$ cat config.mk
export PLATFORM = sky130hd
export DESIGN_NAME = qrs_sqrt
export DESIGN_NICKNAME = d
export VERILOG_FILES = /design/src/rtl/core/qrs_pkg.sv /design/src/rtl/core/qrs_sqrt.sv
export SDC_FILE = /design/constraint.sdc
export NUM_CORES = 2
export LEC_CHECK = 0
export BUFFER_PORTS_ARGS = -buffer_cell sky130_fd_sc_hd__buf_2
export CAP_MARGIN = 20
export CORE_MARGIN = 1
export CORE_UTILIZATION = 50
export DETAILED_ROUTE_END_ITERATION = 7
export GPL_ROUTABILITY_DRIVEN = 0
export PLACE_DENSITY_LB_ADDON = 0.15
export SLEW_MARGIN = 20
export SYNTH_ARGS = -nofsm -noshare
export SYNTH_HDL_FRONTEND = slang
export SYNTH_MEMORY_MAX_BITS = 65536
export SYNTH_SLANG_ARGS = --single-unit
$ cat constraint.sdc
create_clock -name clk -period 4.3 [get_ports clk]
set_clock_uncertainty 0.15 [all_clocks]
set_input_delay 0.43 -clock clk [delete_from_list [all_inputs] [get_ports clk]]
set_output_delay 0.43 -clock clk [all_outputs]
set_load 0.01 [all_outputs]
$ cat src/rtl/core/qrs_pkg.sv
// shared types and constants for the quadratic root solver
package qrs_pkg;

  localparam int FRAC_BITS_DEF  = 16;
  localparam int WORD_WIDTH_DEF = 32;
  localparam int TOL_W          = 16;

  typedef enum logic [2:0] {
    KIND_NONE    = 3'd0,
    KIND_ALL     = 3'd1,
    KIND_LINEAR  = 3'd2,
    KIND_TWO     = 3'd3,
    KIND_DOUBLE  = 3'd4,
    KIND_COMPLEX = 3'd5
  } kind_t;

  typedef struct packed {
    kind_t kind;
    logic  an;
    logic  bn;
    logic  cn;
  } ctl_t;

  localparam int CTL_W = $bits(ctl_t);

endpackage

$ cat src/rtl/core/qrs_sqrt.sv
// pipelined integer square root, one result bit per stage
module qrs_sqrt #(
  parameter int IW     = 2 * qrs_pkg::WORD_WIDTH_DEF + 3,
  parameter int SIDE_W = 8
) (
  input  logic                  clk,
  input  logic                  rst_n,
  input  logic                  en,
  input  logic                  in_v,
  input  logic [IW-1:0]         x_i,
  input  logic [SIDE_W-1:0]     side_i,
  output logic                  out_v,
  output logic [(IW+1)/2-1:0]   root_o,
  output logic [SIDE_W-1:0]     side_o
);
  localparam int OW = (IW + 1) / 2;
  localparam int XW = 2 * OW;
  localparam int RW = OW + 3;

  logic              v_r    [OW];
  logic [OW-1:0]     root_r [OW];
  logic [SIDE_W-1:0] side_r [OW];
  logic [XW-1:0]     x_r    [OW-1];
  logic [RW-1:0]     rem_r  [OW-1];

  genvar k;
  for (k = 0; k < OW; k++) begin : g_st
    logic              pv;
    logic [XW-1:0]     px;
    logic [RW-1:0]     prem;
    logic [OW-1:0]     proot;
    logic [SIDE_W-1:0] pside;
    logic [RW-1:0]     rem_sh, trial;
    logic              ge;

    if (k == 0) begin : g_first
      assign pv    = in_v;
      assign px    = XW'(x_i);
      assign prem  = '0;
      assign proot = '0;
      assign pside = side_i;
    end else begin : g_next
      assign pv    = v_r[k-1];
      assign px    = x_r[k-1];
      assign prem  = rem_r[k-1];
      assign proot = root_r[k-1];
      assign pside = side_r[k-1];
    end

    // bring down the next bit pair, try root*4+1
    assign rem_sh = {prem[RW-3:0], px[XW-1 -: 2]};
    assign trial  = RW'({proot, 2'b01});
    assign ge     = rem_sh >= trial;

    always_ff @(posedge clk) begin
      if (!rst_n) begin
        v_r[k] <= 1'b0;
      end else if (en) begin
        v_r[k] <= pv;
      end
    end

    always_ff @(posedge clk) begin
      if (en) begin
        root_r[k] <= {proot[OW-2:0], ge};
        side_r[k] <= pside;
      end
    end

    if (k < OW - 1) begin : g_keep
      always_ff @(posedge clk) begin
        if (en) begin
          x_r[k]   <= px << 2;
          rem_r[k] <= ge ? (rem_sh - trial) : rem_sh;
        end
      end
    end
  end

  assign out_v  = v_r[OW-1];
  assign root_o = root_r[OW-1];
  assign side_o = side_r[OW-1];

endmodule

==> impl_results.md <==
- Synth Cell Area: 140,100 sq um
- HPWL after DPL: 194,100 um
- DR vias/cell: between 5 and 6
- Sequential share of power: 0.476
- Number of CTS-inserted buffers: between 300 and 400
- Clock transition at path regs: 0.06 ns
- Crit path largest cell delay: between 0.5 and 0.6 ns
- Overflow after GRT: 0
- Final Hold Fails: 0
- Slew headroom: 0.3708
- Reg-to-reg startpoint: rem_r[0][194]
- Top-area cell type share of the netlist area: 0.6683
- Final worst path period need: ~4.2 ns
- Total GRT Usage: 0.1931
- Worst min path class: in2reg
- Clock Latency Late Sink: 0.91 ns
- Library cells used by synthesis: 85
- Post-Layout Cell Count: ~15,000
- Comb pwr share: 0.200
- WL/cell: between 15 and 20 um
- P per Cell Area: between 500 and 600 nW/um^2
- H-tree Lvls: 5
- Placed cell areas: between 100,000 and 150,000 sq um
- Critical Path Source Type: flop
- CP Buf/Inv Count: 1
- Post-synthesis cell count: ~10,000
- Slew Limit Fails: 0
- CP top delay family: simple AND/OR/NAND/NOR gates
- Initial antenna violation count: 4
- Fraction of layout cells with a size suffix above 1: 0.08401
- Drt total wl: roughly 270,000 um
- Iteration-0 DRC Markers: 6,229
- Worst Hold Path Cells: 2
- Critical path required time: around 4.8 ns
- ANT nets after route: 0
- Synth Area per Inst: roughly 13 sq um
- Core area: roughly 280,000 sq um
- R2R depth: 11
- Flop-to-flop setup slack: 0.07 ns
- Maximum vdd drop: 0.3455 mV
- # clock sinks: 3,118
- Worst-margin pin slew: 0.9366 ns
- Sw Share: 0.2794
- Starting density of the core: 0.5048
- Switching power: 23.91 mW
- Fmax: between 0.2 and 0.25 GHz
- Via count: around 83,000
- Area grow syn2layout: 12.88%
- Largest net degree at the start of global routing: 130
- Setup bufs post-CTS: 0
- Critical path capture point type: flop
- EDFF count, synth: around 3,100
- Final setup violation count: 0
- P_int: roughly 62 mW
- Critical path, cell by cell: or4_4 -> or3_4 -> or4_4 -> or4b_4 -> or3_4 -> nand4b_4 -> nor4_2 -> or4_4 -> buf_6 -> or3_1 -> xnor2_1
- Ys async rst share: 0
- Top-Level Pins: approximately 120
- Final #Nets: around 12,000
- CTS max path bufs: 4
- Clock power share: 0.325
- Seq/Total Area, Yosys: 0.6684
- Ys Warns: 0
- Most used cell, CP: or4_4
- Vias in the first global route: slightly above 80,000
- Outcome: complete, no violations
- Mapped Nets: around 11,000
- Synth area leader: edfxtp_1
- Die Y: approximately 530 um
- CTS tree: done
- Die area: 282,200 sq um
- Root Buffer: clkbuf_16
- Critical path's slowest cell: or4_4
- # DRC: 0
- Inst Count DP: 14,290
- Hold Crit Start: side_i[1]
- IO buf count: 121
- Post-synth top flop: edfxtp_1
- First-pass GRT wire length: 436,300 um
- Hold endpoint: side_r[0][1]
- Die width: 531.3 um
- Max-cap violations: 0
- Critical R2R Capture: rem_r[0][239]
- Kind of critical path: reg2reg
- Row cnt: 193
- Overall power: between 80 and 90 mW
- Drt first pass iters: 6
- Largest cells by area after synthesis: edfxtp_1, ha_1, xnor2_1
- Finished Cell Area: 158,100 sq um
- Crit path DAT: approximately 4.7 ns
- Final period utilization: 0.9848
- Crit path max fanout: 6
- Pleak: 60.21 nW
- FILL cells: between 20,000 and 25,000
- Synthesized flop and latch total: slightly above 3,000
- Setup TNS: 0 ns
logic make-up (layout without fill, tap and decap cells):
group,after synthesis,count (layout),synth area share
AOI/OAI and AO/OA,2050,2050,0.09028
xor gates and xnor gates,932,932,0.05828
buffers and inverters,1038,1822,0.02784
and+or+nand+nor,2647,2647,0.09316
adders and majority gates,628,628,0.05610
DFF,3118,3118,0.6684
muxes,74,74,0.005896
other,1,2,0.00002677
stage by stage:
stage	utilization	setup WS (ns)	hold WS [ns]
floorplan	-	0.04211	0.2503
global placement	0.5283	0.03514	0.2503
detailed placement	0.5283	0.02729	0.2545
CTS	0.5697	0.02348	0.0002771
global route	0.5698	-0.001012	0.03273
finish	0.5698	0.06550	0.08603
cell usage in the layout (no fill, tap or decap), types with 270 or more instances in the layout:
cell type,count
a21o_1,270
a21oi_1,642
clkbuf_16,334
edfxtp_1,3117
ha_1,628
inv_1,814
nand2_1,721
nor2_1,621
o21ai_0,527
xnor2_1,488
xor2_1,444
worst max path at each step:
stage	cells after the start	slack, ns	startpoint	to
finish	11	0.07	rem_r[0][194]	rem_r[0][239]
global route	11	-0.001	rem_r[0][194]	rem_r[0][239]
CTS	11	0.02	rem_r[0][194]	rem_r[0][239]
detailed placement	12	0.03	root_r[20][7]	rem_r[1][193]
global placement	11	0.04	rem_r[0][194]	rem_r[0][239]
floorplan	11	0.04	rem_r[0][194]	rem_r[0][237]
power groups by stage:
stage	Sequential (mW)	Combinational, mW	Clock (mW)
6_report	40.7	17.1	27.8
5_1_grt	41.1	19.0	29.7
4_1_cts	40.7	17.0	28.6
3_5_place_dp	41.3	16.8	0
3_3_place_gp	41.3	16.4	0
2_1_floorplan	40.2	12.5	0
routing by layer:
layer  up-vias  global-route usage  wire length (um)
met1     40060              0.2460            116400
met5         -                   0                 0
met2      2054              0.3324            135300
met4         0             0.08357             11690
met3       665             0.02280             11340
li1      39930                   -                 -
registers in the layout (all words and copies together) (netlist names):
name    cells
root_r    595
v_r        34
x_r      1122
side_r    272
rem_r    1095
synthesized netlist by cell type, drive strengths merged (85+ instances only):
library cell	n
nand4	106
inv	815
nor3	229
xor2	444
nand3	155
edfxtp	3117
o21ai	531
ha	628
a21oi	644
nor4	144
nand2	722
o31ai	85
nor2	621
xnor2	488
nand2b	136
clkbuf	201
a21o	270
or3	107
area by class of cell:
class	instances	area, sq um	area share
sequential	3118	93620	0.5921
multi-input combinational	6332	42690	0.2700
clock buffer	390	8568	0.05419
tap	3705	4636	0.02932
timing repair buffer	412	3510	0.02220
inverter	817	3067	0.01940
clock inverter	203	2012	0.01273
antenna	1	2.502	0.00001583
repair_timing:
item                                   CTS  global route
setup endpoints to repair                1            10
endpoints found under the hold margin  151             0
resized for setup                        1             8
pin swaps                                0             0
hold buffers                            90             0
(Power assumes the default switching activity.)
